**src/rtl/cubic_bezier_point_evaluator_macros.svh**
```systemverilog
// Assertion macros used by the cubic Bezier evaluator top level.
`ifndef CUBIC_BEZIER_POINT_EVALUATOR_MACROS_SVH
`define CUBIC_BEZIER_POINT_EVALUATOR_MACROS_SVH

// Implication checked in the same cycle, sampled on clk_i, off during reset.
`define CBPE_ASSERT_IMPL(label, ante, cons, msg) \
  label: assert property (@(posedge clk_i) disable iff (!rst_ni) (ante) |-> (cons)) \
    else $error(msg);

// Implication checked in the next cycle, sampled on clk_i, off during reset.
`define CBPE_ASSERT_NEXT(label, ante, cons, msg) \
  label: assert property (@(posedge clk_i) disable iff (!rst_ni) (ante) |=> (cons)) \
    else $error(msg);

`endif

```
**src/rtl/cbpe_pkg.sv**
```systemverilog
// Shared constants for the cubic Bezier point evaluator.
`timescale 1ns / 1ps
package cbpe_pkg;

  // Default configuration of the block.
  localparam int STEP_BITS_DEF  = 10;
  localparam int COORD_BITS_DEF = 16;

  // Configuration port.
  localparam int CP_BITS      = 48;
  localparam int CFG_IDX_BITS = 3;
  localparam int TESS_RESET   = 16;

  localparam logic [CFG_IDX_BITS-1:0] REG_CP0  = 3'd0;
  localparam logic [CFG_IDX_BITS-1:0] REG_CP1  = 3'd1;
  localparam logic [CFG_IDX_BITS-1:0] REG_CP2  = 3'd2;
  localparam logic [CFG_IDX_BITS-1:0] REG_CP3  = 3'd3;
  localparam logic [CFG_IDX_BITS-1:0] REG_TESS = 3'd4;

  // Curve parameter t is unsigned with FRAC_BITS fraction bits and one integer bit.
  localparam int FRAC_BITS  = 16;
  localparam int FRAC_ONE   = 65536;
  localparam int ROUND_HALF = 32768;

  // Divider: quotient bits produced in total and per pipeline stage.
  localparam int DIV_Q_BITS         = 18;
  localparam int DIV_BITS_PER_STAGE = 3;
  localparam int DIV_STAGES         = DIV_Q_BITS / DIV_BITS_PER_STAGE;

  // Horner evaluator: a multiply stage and a round/add stage per coefficient.
  localparam int HORNER_STAGES = 6;

  // Headroom over the coordinate width for coefficients and the accumulator.
  localparam int COEF_GROWTH = 4;
  localparam int ACC_GROWTH  = 5;

endpackage

```
**src/rtl/cbpe_horner.sv**
```systemverilog
// Pipelined Horner evaluation of one axis of the cubic polynomial.
`timescale 1ns / 1ps
module cbpe_horner #(
  parameter int COORD_BITS = cbpe_pkg::COORD_BITS_DEF
) (
  input  logic                                                 clk_i,
  input  logic                                                 en_i,
  input  logic        [cbpe_pkg::FRAC_BITS:0]                  t_i,
  input  logic signed [COORD_BITS+cbpe_pkg::COEF_GROWTH-1:0]   coef_a_i,
  input  logic signed [COORD_BITS+cbpe_pkg::COEF_GROWTH-1:0]   coef_b_i,
  input  logic signed [COORD_BITS+cbpe_pkg::COEF_GROWTH-1:0]   coef_c_i,
  input  logic signed [COORD_BITS+cbpe_pkg::COEF_GROWTH-1:0]   coef_d_i,
  output logic signed [COORD_BITS+cbpe_pkg::ACC_GROWTH-1:0]    acc_o
);

  localparam int T_BITS    = cbpe_pkg::FRAC_BITS + 1;
  localparam int ACC_BITS  = COORD_BITS + cbpe_pkg::ACC_GROWTH;
  localparam int PROD_BITS = ACC_BITS + T_BITS + 1;

  localparam logic signed [PROD_BITS-1:0] RND = PROD_BITS'(cbpe_pkg::ROUND_HALF);

  logic signed [T_BITS:0]      t_s;
  logic signed [ACC_BITS-1:0]  a_ext;
  logic signed [PROD_BITS-1:0] prod1_d, prod2_d, prod3_d;
  logic signed [PROD_BITS-1:0] prod1_q, prod2_q, prod3_q;
  logic signed [PROD_BITS-1:0] rnd1, rnd2, rnd3;
  logic signed [ACC_BITS-1:0]  acc1_d, acc2_d, acc3_d;
  logic signed [ACC_BITS-1:0]  acc1_q, acc2_q, acc3_q;
  logic        [T_BITS-1:0]    t1_q, t2_q, t3_q, t4_q;

  // t travels beside the accumulator so each multiply uses its own item's t.
  assign t_s   = $signed({1'b0, t_i});
  assign a_ext = ACC_BITS'(coef_a_i);

  always_comb begin
    prod1_d = a_ext * t_s;
    rnd1    = (prod1_q + RND) >>> cbpe_pkg::FRAC_BITS;
    acc1_d  = ACC_BITS'(rnd1) + ACC_BITS'(coef_b_i);
    prod2_d = acc1_q * $signed({1'b0, t2_q});
    rnd2    = (prod2_q + RND) >>> cbpe_pkg::FRAC_BITS;
    acc2_d  = ACC_BITS'(rnd2) + ACC_BITS'(coef_c_i);
    prod3_d = acc2_q * $signed({1'b0, t4_q});
    rnd3    = (prod3_q + RND) >>> cbpe_pkg::FRAC_BITS;
    acc3_d  = ACC_BITS'(rnd3) + ACC_BITS'(coef_d_i);
  end

  always_ff @(posedge clk_i) begin
    if (en_i) begin
      prod1_q <= prod1_d;
      t1_q    <= t_i;
      acc1_q  <= acc1_d;
      t2_q    <= t1_q;
      prod2_q <= prod2_d;
      t3_q    <= t2_q;
      acc2_q  <= acc2_d;
      t4_q    <= t3_q;
      prod3_q <= prod3_d;
      acc3_q  <= acc3_d;
    end
  end

  assign acc_o = acc3_q;

endmodule

```
**config.mk**
```make
export PLATFORM = sky130hd
export DESIGN_NAME = cbpe_horner
export DESIGN_NICKNAME = d
export VERILOG_FILES = /design/src/rtl/cubic_bezier_point_evaluator_macros.svh /design/src/rtl/cbpe_pkg.sv /design/src/rtl/cbpe_horner.sv
export SDC_FILE = /design/constraint.sdc
export NUM_CORES = 2
export LEC_CHECK = 0
export ABC_AREA = 1
export ABC_CLOCK_PERIOD_IN_PS = 7200
export BUFFER_PORTS_ARGS = -buffer_cell sky130_fd_sc_hd__buf_4
export CORE_MARGIN = 2
export CORE_UTILIZATION = 35
export CTS_BUF_LIST = sky130_fd_sc_hd__clkbuf_8 sky130_fd_sc_hd__clkbuf_16
export DETAILED_ROUTE_END_ITERATION = 10
export PLACE_DENSITY = 0.55
export SETUP_SLACK_MARGIN = 0.15
export SYNTH_ARGS = -nofsm -noshare
export SYNTH_HDL_FRONTEND = slang
export SYNTH_SLANG_ARGS = --single-unit
```
**constraint.sdc**
```tcl
create_clock -name clk_i -period 7.2 [get_ports clk_i]
set_input_delay 1.44 -clock clk_i [delete_from_list [all_inputs] [get_ports clk_i]]
set_output_delay 1.44 -clock clk_i [all_outputs]
set_load 0.02 [all_outputs]
```
==> impl_metrics.csv <==
group,metric,value,unit
clock_network,cts_max_level,4,
clock_network,postCtsHoldBufs,0,
synth,synth_top_cell_by_area,"fa_1",
synth,ys_types,39,
sta,hold_viol,0,
floorplan,die_h,386,um
synth,synth-xor-area-share,0.0242,
sta,setup_viol,0,
grt,grt_start_max_net_pins,162,
sta,finalClockSkew,0.0249,ns
detailed_routing,via_per_inst,4.65,
worst_setup_path,worst_r2r_path_depth,18,
detailed_routing,wl_per_cell,16.2,um
grt,grt_pass1_vias,42635,
detailed_routing,wirelength,136000,um
detailed_routing,drt_iter0_drc,1980,
floorplan,fp-row-count,140,
worst_hold_path,hold_path_class,"register to register",
floorplan,die_x,386,um
clock_network,cts_root_buf,"clkbuf_16",
worst_setup_path,start_kind,"input pin",
sta,max_slew.worst_pin.slew,1.06,ns
clock_network,numCtsBuffers,17,
clock_network,cts_setup_buffers,0,
worst_setup_path,ff2ff_setup_slack,0.74,ns
worst_setup_path,worst_ep_required_time,7.47,ns
worst_hold_path,min_delay_path_depth,0,
synth,yosysSeqAreaShare,0.116,
synth,yosysTopAreaCellShare,0.401,
sta,fin_setup_tns,0,ns
grt,track_usage,0.192,
placement,routabilityCongestion,0.894,
placement,pre_cts_slack,0.131,ns
placement,portBuffers,119,
floorplan,initial_core_util,0.351,
synth,synth_top_family_by_area,"adder cells",
run_status,status,"completed",
grt,grt_pass1_wl,225000,um
clock_network,clk_latency,0.51,ns
floorplan,die_area,149000,um2
clock_network,clk_pin_slew_worst_paths,0.10,ns
sta,whs,0.417,ns
sta,period_minus_slack,6.51,ns
grt,antenna_found_initial,5,
floorplan,core_area,145000,um2
detailed_routing,firstDrtPassIters,5,
sta,fin_ws,0.692,ns
sta,timing.final.crit_share,0.904,
grt,grt_overflow,0,
synth,synthSimpleGateAreaFrac,0.178,
synth,synth.avg_cell_area,7.82,um2
sta,max_slew_margin,0.295,
worst_setup_path,cp-end-kind,"register",
synth,ys_warn_count,0,
synth,synthTopCellsByArea,"fa_1 40%, inv_1 15%, nand2_1 12%",
sta,rsz0062_at_grt,"false",
layout,diodes,0,
synth,synth_fp_nets,7968,
sta,drv_slew,0,
synth,synth_mux_area_frac,0,
floorplan,pin_count,120,
detailed_routing,ant_nets,0,
layout,n_fill_cell,15064,
synth,synth-compound-area-share,0.0363,
layout,drive_gt1_frac,0.0360,
job,cap_viol_max_count,0,
worst_setup_path,cp.arrival,6.78,ns
layout,fin_nets,7942,
clock_network,cts_buffer_depth,2,
sta,fmax,154,MHz
worst_setup_path,path_max_fanout,6,
synth,syn_inst,6521,
synth,synth_area,51000,um2
synth,synth_fa_ha_area_frac,0.481,
clock_network,cts_tree,"done",
clock_network,ctsResizeCount,0,
clock_network,cts_sinks,197,
detailed_routing,dr_total_vias,39174,
placement,dpl.hpwl,117000,um
synth,ys_ff_latch,197,
layout,areaGrowthSynthToFinish,6.91,%
worst_setup_path,path_class,"input pin to register",
detailed_routing,drc_errors,0,
## metal layers
layer,up-vias,share of wire,wire (um),global-route usage
met5,-,0.00029,39,0
met2,764,0.51,69800,0.354
met1,19646,0.43,58200,0.241
li1,18584,-,-,-
met3,174,0.037,5010,0.0178
met4,6,0.024,3340,0.0478
## area by class of cell
class	count	area (um2)	area share
Tap cell	1917	2400	0.0440
Inverter	2017	7570	0.139
Multi-Input combinational cell	4083	36700	0.673
Timing Repair Buffer	179	1380	0.0252
Sequential cell	197	5920	0.108
Clock buffer	17	425	0.00780
Clock inverter	15	166	0.00305
## cells by family after synthesis
kind of cell / Yosys count
simple gates: 2252
buf+inv: 2241
fa+ha+maj: 1348
compound gates: 342
flops: 197
xor+xnor: 141
## cells in the mapped netlist, drive strengths merged
cell type     n
inv        2017
nand2      1698
fa         1021
ha          327
nor2        260
clkbuf      222
edfxtp      197
a21oi       172
nand3       166
o21ai       112
xor2        108
nor3         47
nand4        39
xnor2        33
nand3b       16
a21o         14
o21bai       12
and3         11
a21boi       10
o21a         10
a31oi         7
nor4          6
or2           5
and2          3
o211ai        3
buf           2
a211oi        1
a22o          1
nand2b        1
## layout by cell type, fill, tap and decap left out, types with 5 or more instances in the layout
cell and n:
a21o_1 14, nor2_1 253, clkbuf_16 17, and3_1 11, nor3_1 44, o21ai_0 110, fa_1 1021, inv_1 2018
a21boi_0 10, nand3b_1 16, nand2_1 1696, nor4_1 5, o21bai_1 12, nand4_1 39, a21oi_1 172, or2_2 5
o21a_1 10, ha_1 327, xnor2_1 33, edfxtp_1 197, a31oi_1 7, buf_4 176, nand3_1 160, xor2_1 108
nand3_2 5
## per-stage QoR
stage / util / area, um2 / instances
global route: 0.375 / 54500 / 8425
floorplan: - / 51000 / 6521
global placement: 0.371 / 53900 / 8393
finish: 0.375 / 54500 / 8425
detailed placement: 0.371 / 53900 / 8393
CTS: 0.375 / 54500 / 8425
## sequential cells by signal, indices dropped and copies added, names as in the netlist, 21 cells and up
signal / count
prod2_q: 22
acc_o: 21
acc1_q: 21
prod3_q: 22
prod1_q: 22
acc2_q: 21
## worst max-delay path: stages
cell and delay (ns):
buf_4 0.17, nand2_1 0.15, fa_1 0.76, fa_1 0.50
inv_1 0.22, fa_1 0.48, fa_1 0.51, fa_1 0.49
inv_1 0.05, fa_1 0.47, inv_1 0.04, ha_1 0.35
inv_1 0.13, o21ai_0 0.16, a21oi_1 0.25, o21ai_0 0.11
a21oi_1 0.29, nand2_1 0.09, nand2_1 0.06, nand2_1 0.05
## path summary, 6_finish.rpt
check,from,to
worst max-delay path,t_i[3],prod1_q[33]
worst min-delay path,t1_q[16],t2_q[16]
worst max register to register,acc1_q[20],prod2_q[30]
worst min register to register,t1_q[16],t2_q[16]
Power is not shown: default switching activity piles up to over one toggle a cycle in this logic, so the estimate is an artifact.
