===== config.mk =====
export PLATFORM = sky130hd
export DESIGN_NAME = cbpe_div
export DESIGN_NICKNAME = d
export VERILOG_FILES = /design/src/rtl/cubic_bezier_point_evaluator_macros.svh /design/src/rtl/cbpe_pkg.sv /design/src/rtl/cbpe_div.sv
export SDC_FILE = /design/constraint.sdc
export NUM_CORES = 1
export LEC_CHECK = 0
export BUFFER_PORTS_ARGS = -buffer_cell sky130_fd_sc_hd__buf_2
export CAP_MARGIN = 10
export CORE_MARGIN = 3
export CORE_UTILIZATION = 46
export CTS_BUF_LIST = sky130_fd_sc_hd__clkbuf_4 sky130_fd_sc_hd__clkbuf_8 sky130_fd_sc_hd__clkbuf_16
export CTS_CLUSTER_DIAMETER = 200
export CTS_CLUSTER_SIZE = 40
export DETAILED_ROUTE_END_ITERATION = 10
export MAX_ROUTING_LAYER = met4
export PLACE_DENSITY = 0.63
export SETUP_SLACK_MARGIN = 0.3
export SLEW_MARGIN = 20
export SYNTH_ARGS = -nofsm -noshare
export SYNTH_HDL_FRONTEND = slang
export SYNTH_SLANG_ARGS = --single-unit

===== constraint.sdc =====
create_clock -name clk_i -period 12.7 [get_ports clk_i]
set_input_delay 1.905 -clock clk_i [delete_from_list [all_inputs] [get_ports clk_i]]
set_output_delay 1.905 -clock clk_i [all_outputs]
set_load 0.005 [all_outputs]

===== src/rtl/cubic_bezier_point_evaluator_macros.svh =====
// Assertion macros used by the cubic Bezier evaluator top level.
`ifndef CUBIC_BEZIER_POINT_EVALUATOR_MACROS_SVH
`define CUBIC_BEZIER_POINT_EVALUATOR_MACROS_SVH

// Implication checked in the same cycle, sampled on clk_i, off during reset.
`define CBPE_ASSERT_IMPL(label, ante, cons, msg) \
  label: assert property (@(posedge clk_i) disable iff (!rst_ni) (ante) |-> (cons)) \
    else $error(msg);

// Implication checked in the next cycle, sampled on clk_i, off during reset.
`define CBPE_ASSERT_NEXT(label, ante, cons, msg) \
  label: assert property (@(posedge clk_i) disable iff (!rst_ni) (ante) |=> (cons)) \
    else $error(msg);

`endif


===== src/rtl/cbpe_pkg.sv =====
// Shared constants for the cubic Bezier point evaluator.
`timescale 1ns / 1ps
package cbpe_pkg;

  // Default configuration of the block.
  localparam int STEP_BITS_DEF  = 10;
  localparam int COORD_BITS_DEF = 16;

  // Configuration port.
  localparam int CP_BITS      = 48;
  localparam int CFG_IDX_BITS = 3;
  localparam int TESS_RESET   = 16;

  localparam logic [CFG_IDX_BITS-1:0] REG_CP0  = 3'd0;
  localparam logic [CFG_IDX_BITS-1:0] REG_CP1  = 3'd1;
  localparam logic [CFG_IDX_BITS-1:0] REG_CP2  = 3'd2;
  localparam logic [CFG_IDX_BITS-1:0] REG_CP3  = 3'd3;
  localparam logic [CFG_IDX_BITS-1:0] REG_TESS = 3'd4;

  // Curve parameter t is unsigned with FRAC_BITS fraction bits and one integer bit.
  localparam int FRAC_BITS  = 16;
  localparam int FRAC_ONE   = 65536;
  localparam int ROUND_HALF = 32768;

  // Divider: quotient bits produced in total and per pipeline stage.
  localparam int DIV_Q_BITS         = 18;
  localparam int DIV_BITS_PER_STAGE = 3;
  localparam int DIV_STAGES         = DIV_Q_BITS / DIV_BITS_PER_STAGE;

  // Horner evaluator: a multiply stage and a round/add stage per coefficient.
  localparam int HORNER_STAGES = 6;

  // Headroom over the coordinate width for coefficients and the accumulator.
  localparam int COEF_GROWTH = 4;
  localparam int ACC_GROWTH  = 5;

endpackage


===== src/rtl/cbpe_div.sv =====
// Pipelined restoring divider that turns a step index into the curve parameter t.
`timescale 1ns / 1ps
module cbpe_div #(
  parameter int STEP_BITS = cbpe_pkg::STEP_BITS_DEF
) (
  input  logic                                        clk_i,
  input  logic                                        en_i,
  input  logic [STEP_BITS+cbpe_pkg::FRAC_BITS:0]      num_i,
  input  logic [STEP_BITS-1:0]                        den_i,
  output logic [cbpe_pkg::DIV_Q_BITS-1:0]             quo_o
);

  localparam int QB       = cbpe_pkg::DIV_Q_BITS;
  localparam int BPS      = cbpe_pkg::DIV_BITS_PER_STAGE;
  localparam int NSTG     = cbpe_pkg::DIV_STAGES;
  localparam int NUM_BITS = STEP_BITS + cbpe_pkg::FRAC_BITS + 1;
  localparam int REM_BITS = STEP_BITS;

  logic [REM_BITS-1:0] rem_q [NSTG];
  logic [QB-1:0]       low_q [NSTG];
  logic [QB-1:0]       quo_q [NSTG];

  for (genvar s = 0; s < NSTG; s++) begin : g_stage
    logic [REM_BITS-1:0] rem_in;
    logic [QB-1:0]       low_in;
    logic [QB-1:0]       quo_in;
    logic [REM_BITS-1:0] rem_d;
    logic [QB-1:0]       low_d;
    logic [QB-1:0]       quo_d;

    if (s == 0) begin : g_first
      // The numerator bits above the quotient field are always below the divisor.
      assign rem_in = REM_BITS'(num_i[NUM_BITS-1:QB]);
      assign low_in = num_i[QB-1:0];
      assign quo_in = '0;
    end else begin : g_next
      assign rem_in = rem_q[s-1];
      assign low_in = low_q[s-1];
      assign quo_in = quo_q[s-1];
    end

    always_comb begin
      logic [REM_BITS:0] r_v;
      logic [QB-1:0]     l_v;
      logic [QB-1:0]     q_v;
      r_v = {1'b0, rem_in};
      l_v = low_in;
      q_v = quo_in;
      for (int b = 0; b < BPS; b++) begin
        r_v = {r_v[REM_BITS-1:0], l_v[QB-1]};
        l_v = {l_v[QB-2:0], 1'b0};
        if (r_v >= {1'b0, den_i}) begin
          r_v = r_v - {1'b0, den_i};
          q_v = {q_v[QB-2:0], 1'b1};
        end else begin
          q_v = {q_v[QB-2:0], 1'b0};
        end
      end
      rem_d = r_v[REM_BITS-1:0];
      low_d = l_v;
      quo_d = q_v;
    end

    always_ff @(posedge clk_i) begin
      if (en_i) begin
        rem_q[s] <= rem_d;
        low_q[s] <= low_d;
        quo_q[s] <= quo_d;
      end
    end
  end

  assign quo_o = quo_q[NSTG-1];

endmodule


==> metrics.csv, run 1 <==
stage,metric,value,unit
run_status,status,finished clean,
clock_network,Clock Sinks,158,
timing,Final Hold Vio Count,0,
global_routing,number of global-route vias before repair,11000,
timing,Worst slew margin,30.6,%
worst_setup_path,type of origin of the critical path,input pin,
timing,Max Clock Freq,107,MHz
clock_network,"Hold-fix buffers, CTS",0,
global_routing,initial antenna violation count,0,
timing,fin crit period,9390,ps
clock_network,clock buffer depth,2,
clock_network,Post-CTS Setup Bufs,0,
timing,Setup TNS,0,ps
floorplanning,full die area,0.0336,mm²
timing,RSZ-0062 raised after global routing,no,
synthesis,mapped cell area,0.0145,mm²
worst_setup_path,R2R Path End,rem_q[3][8]$_DFFE_PP_,
floorplanning,Core Footprint,0.0307,mm²
worst_setup_path,kind of critical path,input pin to flip-flop,
synthesis,ys flop type,edfxtp_1,
floorplanning,Initial Util,47.0,%
finish,Post-layout nets,1746,
global_routing,grt total ovfl,0,
timing,worst-margin pin slew,1040,ps
finish,area grow syn2layout,9.19,%
hold_path,worst hold path type,flip-flop to flip-flop,
synthesis,Yosys reg bits,158,
worst_setup_path,Critical Path RT,12890,ps
finish,ant diodes,0,
global_routing,pin count of the biggest net entering global routing,81,
place,Post-Place Setup Slack,2880,ps
finish,share of layout cells above drive strength 1,12.5,%
timing,final slew viol count,0,
worst_setup_path,Critical Path Fanout Max,24,
route,DRC,0,
global_routing,Total GRT Usage,21.6,%
finish,"commonest non-fill, non-tap cell in the layout",ha_1,
route,TritonRoute pass-1 iters,5,
floorplanning,DIE HEIGHT,183,µm
finish,fillers,2810,
synthesis,Syn Inst Count,1440,
floorplanning,row count,64,
worst_setup_path,element type at the critical path end,flip-flop,
synthesis,"Seq/Total Area, Yosys",32.8,%
timing,Hold WS,411,ps
worst_setup_path,last element of the critical path,rem_q[3][8]$_DFFE_PP_,
synthesis,Synth area leader,edfxtp_1,
clock_network,post-CTS resize count,0,
worst_setup_path,critical path arrival,9580,ps
floorplanning,Die Span X,183,µm
timing,final worst-path cycle share,73.9,%
synthesis,Synthesized Nets,1676,
route,vias post-DR,11100,
worst_setup_path,Setup crit start,den_i[1],
worst_setup_path,CP max-delay cell,and3_1,
worst_setup_path,r2r worst-path depth,25,
clock_network,Worst-Skew Late Latency,440,ps
route,initial drt markers,772,
worst_setup_path,CP peak stage delay,580,ps
route,WL/cell,17.9,µm
clock_network,"Clk pin slew, worst setup/hold paths",60,ps
synthesis,Syn Area/Cell,10.0,µm²
place,Routability Congestion,0.938,
route,Final ANT Viol Nets,0,
route,Avg Vias per Cell,5.81,
floorplanning,io pins,57,
timing,Worst Skew,12.0,ps
clock_network,Num CTS Buffers,17,
global_routing,first-pass GRT wire length,56200,µm
timing,# setup viols final,0,
worst_setup_path,CP dominant cell by count,ha_1,
place,DP HPWL,25100,µm
synthesis,synth unique cells,82,
synthesis,share of flip-flops with an asynchronous set or reset,0,%
synthesis,Synth area leaders,"edfxtp_1 33%, ha_1 16%, xnor2_1 5.0%, mux2_2 4.4%, a21oi_1 3.0%",
finish,"commonest non-fill, non-tap cells in the layout","180 x ha_1, 158 x edfxtp_1, 92 x inv_1, 87 x a21oi_1",
timing,setup ws final,3310,ps
job,max cap viols,0,
place,Port-buffer cells,56,
worst_setup_path,Worst R2R Setup Slack,4970,ps
synthesis,Yosys warnings,0,
synthesis,area share of the largest cell type after synthesis,32.8,%
synthesis,"EDFF count, synth",158,
clock_network,CTS tree,built,
worst_setup_path,FF-to-FF Start,rem_q[2][5]$_DFFE_PP_,
route,Final Routed Wirelength,34400,µm
clock_network,H-tree level count,4,
clock_network,Root Buffer Master,clkbuf_16,
## state kept, by name, summed over array words and instances, names as in the netlist
| register | cells |
|---|---|
| rem_q | 50 |
| low_q | 45 |
| quo_q | 63 |
## cells in the mapped netlist, drive strengths merged, types with 9 or more instances
library cell	instances
nand2b	33
mux2i	38
o21a	27
nor3	31
o21ai	77
xor2	35
or3	10
a211oi	14
and3	10
fa	17
ha	180
a31oi	14
a21o	52
nor2b	40
nand4	27
nand3	15
xnor2	83
o22ai	9
o31ai	11
nor2	83
o21bai	13
nand2	73
buf	12
a221o	11
o211ai	12
inv	94
a21oi	89
mux2	59
edfxtp	158
## cells by family (layout without fill, tap and decap cells)
group | Yosys count | in the layout | synth area share (%)
AOI/OAI and AO/OA | 398 | 398 | 18.9
xor gates and xnor gates | 118 | 118 | 7.15
adders and majority gates | 197 | 197 | 17.9
buffers and inverters | 114 | 194 | 3.14
DFF | 158 | 158 | 32.8
muxes | 97 | 97 | 7.28
and+or+nand+nor | 358 | 358 | 12.8
## through the flow
| step | utilization, % | instances | area (µm²) |
|---|---|---|---|
| floorplan | - | 1440 | 14500 |
| global placement | 49.6 | 1887 | 15300 |
| detailed placement | 49.7 | 1887 | 15300 |
| CTS | 51.4 | 1916 | 15800 |
| global route | 51.4 | 1916 | 15800 |
| finish | 51.4 | 1916 | 15800 |
## worst max-delay path, delay by kind of cell
family                     cells  cell delay (ps)
AOI/OAI and AO/OA             12             3360
adders and majority gates      3              990
buffers and inverters          4             1010
muxes                          1              400
and+or+nand+nor                8             1880
## area by class of cell
class                           count  area, µm²  area share, %
Inverter                           94        353           2.23
Clock buffer                       20        448           2.84
Timing Repair Buffer               71        399           2.53
Tap cell                          396        495           3.14
Clock inverter                      9       73.8          0.467
Sequential cell                   158       4740           30.0
Multi-Input combinational cell   1168       9280           58.8
## worst min path at each step
stage / start / to / slack, ps / depth (start not counted)
6_report: quo_q[4][5]$_DFFE_PP_ / quo_q[5][8]$_DFFE_PP_ / 410 / 0
5_1_grt: low_q[1][5]$_DFFE_PP_ / low_q[2][8]$_DFFE_PP_ / 420 / 0
4_1_cts: low_q[1][5]$_DFFE_PP_ / low_q[2][8]$_DFFE_PP_ / 410 / 0
3_5_place_dp: low_q[0][1]$_DFFE_PP_ / low_q[1][4]$_DFFE_PP_ / 400 / 0
3_3_place_gp: quo_q[3][9]$_DFFE_PP_ / quo_q[4][12]$_DFFE_PP_ / 400 / 0
2_1_floorplan: low_q[0][7]$_DFFE_PP_ / low_q[1][10]$_DFFE_PP_ / 400 / 0
## routing by layer
layer | GRT usage (%) | vias up | share of wire, % | routed length (µm)
met4 | 7.04 | 0 | 2.8 | 963
li1 | - | 5601 | - | -
met5 | - | - | 0 | 0
met3 | 3.29 | 64 | 3.4 | 1160
met2 | 34.0 | 208 | 46 | 15700
met1 | 28.8 | 5265 | 48 | 16600
Power of run 1 is left out: the tool's default activity adds up to more than one toggle a clock period on the data nets, which glitch-free logic cannot reach.
==> run 2: changes to the inputs <==
- clock period: 12.7 -> 9.4 ns (I/O delays scaled with it)
==> run 2 against run 1 <==
Utilization grew 0.57 points. Hold slack gained 7.1 ps. Non-clock buffer count grew 10. Largest cell class unchanged. Setup slack lost 2500 ps. Die area is the same. Final cell count grew 0.68%. Sequential cell count is the same. First-iteration DRC count shrank 4.0%. Final area grew 1.1%. Highest routed layer unchanged. Wire length grew 8.2%. Via count grew 2.4%. Clock-buffer cell count shrank 1.
==> metrics.csv, run 2 (synthesis results as in run 1) <==
stage,metric,value,unit,change
run_status,status,finished clean,,
hold_path,worst hold path type,flip-flop to flip-flop,,
timing,Setup TNS,0,ps,unchanged
global_routing,grt total ovfl,0,,unchanged
finish,largest register by flop count,quo_q,,
global_routing,pin count of the biggest net entering global routing,89,,+9.9%
timing,worst-margin pin slew,1040,ps,+1.05 ps
clock_network,"Clk pin slew, worst setup/hold paths",60,ps,about the same
worst_setup_path,critical path arrival,8750,ps,-830 ps
finish,max FFs per register,63,,unchanged
worst_setup_path,CP dominant cell by count,ha_1,,
global_routing,first-pass GRT wire length,59500,µm,+5.9%
floorplanning,Core Footprint,0.0307,mm²,unchanged
finish,final non-filler cell total,1929,,+0.68%
floorplanning,row count,64,,unchanged
timing,# setup viols final,0,,unchanged
worst_setup_path,"CP delay by family, top",compound AO/OA/AOI/OAI gates,,
finish,Post-layout nets,1756,,+0.57%
route,Avg Vias per Cell,5.91,,+1.7%
worst_setup_path,CP max-delay cell,nand2_1,,
floorplanning,full die area,0.0336,mm²,unchanged
timing,Worst slew margin,30.5,%,-0.070 points
clock_network,H-tree level count,4,,unchanged
finish,fillers,2786,,-0.85%
global_routing,Total GRT Usage,23.2,%,+1.6 points
route,DRC,0,,unchanged
place,Routability Congestion,0.948,,+1.0%
place,DP HPWL,27600,µm,+9.7%
clock_network,Num CTS Buffers,17,,unchanged
timing,Final Hold Vio Count,0,,unchanged
place,placed insts,1897,,+0.53%
clock_network,Worst-Skew Late Latency,440,ps,about the same
clock_network,clock buffer depth,2,,unchanged
route,Met2 Routed Length,17500,µm,+11%
floorplanning,DIE HEIGHT,183,µm,unchanged
timing,Worst Skew,11.5,ps,-0.461 ps
route,initial drt markers,741,,-4.0%
worst_setup_path,type of origin of the critical path,input pin,,
timing,Max Clock Freq,117,MHz,
route,WL/cell,19.3,µm,+7.5%
place,Port-buffer cells,56,,unchanged
route,met1 WL,16900,µm,+1.9%
finish,share of layout cells above drive strength 1,13.4,%,+0.87 points
finish,Final Core Density,51.9,%,+0.57 points
finish,"commonest non-fill, non-tap cells in the layout","180 x ha_1, 158 x edfxtp_1, 92 x inv_1, 87 x a21oi_1",,
timing,final slew viol count,0,,unchanged
finish,area grow syn2layout,10.4,%,
timing,final worst-path cycle share,91.0,%,
global_routing,initial antenna violation count,0,,unchanged
clock_network,CTS tree,built,,
worst_setup_path,Critical Path Fanout Max,15,,-38%
route,highest routed layer,met4,,
job,max cap viols,0,,unchanged
route,TritonRoute pass-1 iters,5,,unchanged
clock_network,Clock Sinks,158,,unchanged
worst_setup_path,CP Buf/Inv Count,3,,-1
route,Final Routed Wirelength,37200,µm,+8.2%
finish,Largest regs,"quo_q: 63 flops, rem_q: 50 flops, low_q: 45 flops",,
worst_setup_path,Critical Path RT,9590,ps,-3300 ps
global_routing,number of global-route vias before repair,11300,,+3.0%
worst_setup_path,kind of critical path,input pin to flip-flop,,
floorplanning,io pins,57,,unchanged
timing,fin crit period,8560,ps,
finish,"commonest non-fill, non-tap cell in the layout",ha_1,,
route,vias post-DR,11400,,+2.4%
route,metal3 WL,1660,µm,+43%
route,Final ANT Viol Nets,0,,unchanged
finish,ant diodes,0,,unchanged
worst_setup_path,element type at the critical path end,flip-flop,,
timing,RSZ-0062 raised after global routing,no,,
worst_setup_path,CP peak stage delay,490,ps,-90 ps
floorplanning,Die Span X,183,µm,unchanged
clock_network,Root Buffer Master,clkbuf_16,,
floorplanning,Initial Util,47.0,%,unchanged
run 2: layout make-up:
type	count	area [µm²]	share of cell area, %
Sequential cell	158	4740	29.7
Multi-Input combinational cell	1168	9270	58.1
Clock inverter	13	188	1.18
Tap cell	396	495	3.10
Inverter	94	353	2.21
Timing Repair Buffer	81	474	2.97
Clock buffer	19	440	2.76
run 2: per-stage QoR:
step                      cell area [µm²]  hold WS (ps)  setup WS (ps)
final                               16000           418            842
after global routing                16000           426            344
after CTS                           16000           415            822
after detailed placement            15300           405            343
after global placement              15300           400            422
after floorplan                     14500           400           1320
run 2: path summary, 6_finish.rpt:
kind                         start                     to  slack (ps)  cells after the start
max reg2reg  rem_q[2][5]$_DFFE_PP_  rem_q[3][8]$_DFFE_PP_        1570                     25
min reg2reg  low_q[0][2]$_DFFE_PP_  low_q[1][5]$_DFFE_PP_         420                      0
max                       den_i[5]  rem_q[3][8]$_DFFE_PP_         840                     27
min          low_q[0][2]$_DFFE_PP_  low_q[1][5]$_DFFE_PP_         420                      0
run 2: per-layer routing:
layer / track usage, % / up-vias
li1: - / 5608
met1: 29.7 / 5446
met2: 37.2 / 283
met3: 3.79 / 69
met4: 8.96 / 0
met5: - / -
run 2: timing repair:
item,4_1_cts,5_1_grt
gates resized for setup,0,1
hold buffers,0,0
setup buffers,0,0
endpoints found under the setup margin,0,9
Power of run 2 is left out for the same reason.
==> run 3: changes to the inputs <==
- ABC_AREA: unset -> 1
==> run 3 against run 2 <==
Sequential share of layout area fell by 1.3 points. Via count increased by 16%. Sequential cell count did not move. Critical path depth rose by 8.
==> metrics.csv, run 3 <==
stage,metric,value,unit,change
run_status,status,finished clean,,
global_routing,grt total ovfl,0,,unchanged
clock_network,clock buffer depth,2,,unchanged
timing,Max Clock Freq,130,MHz,+11%
worst_setup_path,r2r worst-path depth,30,,+20%
hold_path,hold_sp,quo_q[4][6]$_DFFE_PP_,,
clock_network,post-CTS resize count,0,,unchanged
route,Final Routed Wirelength,40000,µm,+7.3%
synthesis,Syn Area/Cell,7.71,µm²,-23%
finish,area grow syn2layout,9.66,%,
worst_setup_path,CP max-delay cell,a21oi_1,,
clock_network,Worst-Skew Late Latency,450,ps,about the same
synthesis,Yosys reg bits,158,,unchanged
floorplanning,DIE HEIGHT,188,µm,+2.5%
worst_setup_path,CP peak stage delay,670,ps,+180 ps
clock_network,Root Buffer Master,clkbuf_16,,
synthesis,mapped cell area,0.0152,mm²,+5.2%
worst_setup_path,FF-to-FF Start,rem_q[3][8]$_DFFE_PP_,,
finish,max FFs per register,63,,unchanged
worst_setup_path,kind of critical path,input pin to flip-flop,,
floorplanning,Initial Util,47.5,%,+0.44 points
finish,ant diodes,0,,unchanged
worst_setup_path,element type at the critical path end,flip-flop,,
timing,Worst Skew,14.3,ps,+2.72 ps
finish,"commonest non-fill, non-tap cell in the layout",nand2_1,,
place,Post-Place Setup Slack,1380,ps,+1040 ps
timing,Worst slew margin,42.8,%,+12 points
worst_setup_path,CP dominant cell by count,nand2_1,,
route,TritonRoute pass-1 iters,7,,+2
synthesis,most common cell in the netlist,nand2_1,,
floorplanning,io pins,57,,unchanged
global_routing,Total GRT Usage,23.4,%,+0.21 points
timing,Final Hold Vio Count,0,,unchanged
place,placed inst area,0.0160,mm²,+4.2%
clock_network,Clock Sinks,158,,unchanged
hold_path,worst hold path type,flip-flop to flip-flop,,
global_routing,number of global-route vias before repair,12600,,+11%
floorplanning,full die area,0.0353,mm²,+5.0%
clock_network,Post-CTS Setup Bufs,0,,unchanged
clock_network,"Clk pin slew, worst setup/hold paths",70,ps,about the same
floorplanning,Core Footprint,0.0320,mm²,+4.2%
timing,Setup TNS,0,ps,unchanged
finish,Largest regs,"quo_q: 63 flops, rem_q: 50 flops, low_q: 45 flops",,
synthesis,Synth area leader,edfxtp_1,,
hold_path,Hold Path Stages,0,,unchanged
route,Final ANT Viol Nets,0,,unchanged
clock_network,CTS tree,built,,
synthesis,most frequent cells after synthesis,"589 x nand2_1, 237 x inv_1, 180 x ha_1",,
place,Routability Congestion,0.953,,+0.62%
worst_setup_path,Worst R2R Setup Slack,3170,ps,+1600 ps
timing,setup ws final,1690,ps,+852 ps
synthesis,"Seq/Total Area, Yosys",31.2,%,-1.6 points
timing,RSZ-0062 raised after global routing,no,,
route,Avg Vias per Cell,5.30,,-10%
synthesis,Syn Inst Count,1974,,+37%
timing,fin crit period,7710,ps,-852 ps
floorplanning,Die Span X,188,µm,+2.5%
worst_setup_path,R2R Path End,rem_q[4][4]$_DFFE_PP_,,
clock_network,H-tree level count,4,,unchanged
route,vias post-DR,13200,,+16%
job,max cap viols,0,,unchanged
synthesis,"EDFF count, synth",158,,unchanged
global_routing,pin count of the biggest net entering global routing,88,,-1.1%
finish,"commonest non-fill, non-tap cells in the layout","589 x nand2_1, 237 x inv_1, 180 x ha_1, 160 x nand3_1, 158 x edfxtp_1",,
synthesis,Synth area leaders,"edfxtp_1 31%, ha_1 15%, nand2_1 15%, inv_1 5.8%, nand3_1 5.3%",,
synthesis,share of flip-flops with an asynchronous set or reset,0,%,unchanged
route,DRC,0,,unchanged
clock_network,Num CTS Buffers,17,,unchanged
global_routing,initial antenna violation count,1,,+1
place,Port-buffer cells,56,,unchanged
synthesis,Synthesized Nets,2210,,+32%
synthesis,ys flop type,edfxtp_1,,
synthesis,synth unique cells,47,,-43%
timing,final slew viol count,0,,unchanged
timing,# setup viols final,0,,unchanged
finish,share of layout cells above drive strength 1,8.52,%,-4.8 points
synthesis,Yosys warnings,0,,unchanged
worst_setup_path,type of origin of the critical path,input pin,,
route,WL/cell,16.1,µm,-17%
timing,worst-margin pin slew,859,ps,-182 ps
worst_setup_path,Critical Path RT,9590,ps,about the same
clock_network,"Hold-fix buffers, CTS",0,,unchanged
worst_setup_path,critical path arrival,7900,ps,-850 ps
finish,Final Core Density,52.1,%,+0.13 points
synthesis,area share of the largest cell type after synthesis,31.2,%,-1.6 points
floorplanning,row count,65,,+1.6%
place,DP HPWL,30100,µm,+9.1%
timing,final worst-path cycle share,82.0,%,-9.1 points
route,initial drt markers,912,,+23%
global_routing,first-pass GRT wire length,64500,µm,+8.3%
finish,"Design Area, Final",0.0167,mm²,+4.5%
worst_setup_path,Critical Path Fanout Max,12,,-3
finish,Post-layout nets,2276,,+30%
hold_path,Hold EP,quo_q[5][9]$_DFFE_PP_,,
finish,largest register by flop count,quo_q,,
-- run 3: changes by cell type after synthesis, moves of 26 or more --
cell | before | now
nand2_1 | 72 | 589
inv_1 | 92 | 237
nand3_1 | 15 | 160
mux2_2 | 57 | 0
a21o_1 | 52 | 9
nor2b_1 | 39 | 0
mux2i_1 | 37 | 0
nand2b_1 | 33 | 0
xnor2_1 | 83 | 51
xor2_1 | 35 | 66
o21ai_0 | 74 | 46
nor2_1 | 83 | 110
a21oi_1 | 87 | 113
-- run 3: kinds of logic after synthesis --
family,Yosys count,synth area share [%]
flip-flops,158,31.2
AND/OR/NAND/NOR,976,28.1
AO/OA/AOI/OAI,247,9.30
XOR/XNOR,117,6.74
buffers and inverters,279,7.64
adder cells (fa/ha/maj),197,17.0
-- run 3: layer usage --
layer	vias to the layer above	track usage (%)	part of all wire, %
li1	6784	-	-
met1	6075	30.5	47
met5	-	-	0
met2	288	39.0	47
met4	0	5.83	1.8
met3	37	2.94	4.1
-- run 3: area by class of cell --
cell class / count / area (µm²)
Sequential cell: 158 / 4740
Clock buffer: 19 / 440
Inverter: 249 / 940
Tap cell: 435 / 544
Clock inverter: 13 / 259
Fill cell: 3100 / 15400
Timing Repair Buffer: 77 / 448
Multi-Input combinational cell: 1537 / 9300
-- run 3: per-stage QoR --
| step | std cells | hold WS (ps) |
|---|---|---|
| 2_1_floorplan | 1974 | 400 |
| 3_3_place_gp | 2456 | 400 |
| 3_5_place_dp | 2456 | 405 |
| 4_1_cts | 2488 | 416 |
| 5_1_grt | 2488 | 426 |
| 6_report | 2488 | 413 |
-- run 3: worst max path at each step --
stage,from,to,slack [ps],depth (start not counted)
2_1_floorplan,den_i[1],rem_q[2][4]$_DFFE_PP_,3230,36
3_3_place_gp,den_i[2],rem_q[4][5]$_DFFE_PP_,1340,33
3_5_place_dp,den_i[2],rem_q[4][0]$_DFFE_PP_,1380,33
4_1_cts,den_i[2],rem_q[4][0]$_DFFE_PP_,1840,33
5_1_grt,den_i[2],rem_q[4][0]$_DFFE_PP_,1210,33
6_report,den_i[2],rem_q[4][4]$_DFFE_PP_,1690,35
-- run 3: critical path: cells and delay by family --
kind,cells,cell delay [ps]
AOI/OAI and AO/OA,8,1680
adders and majority gates,3,970
buffers and inverters,5,1270
and+or+nand+nor,19,2550
Power of run 3 is left out for the same reason.
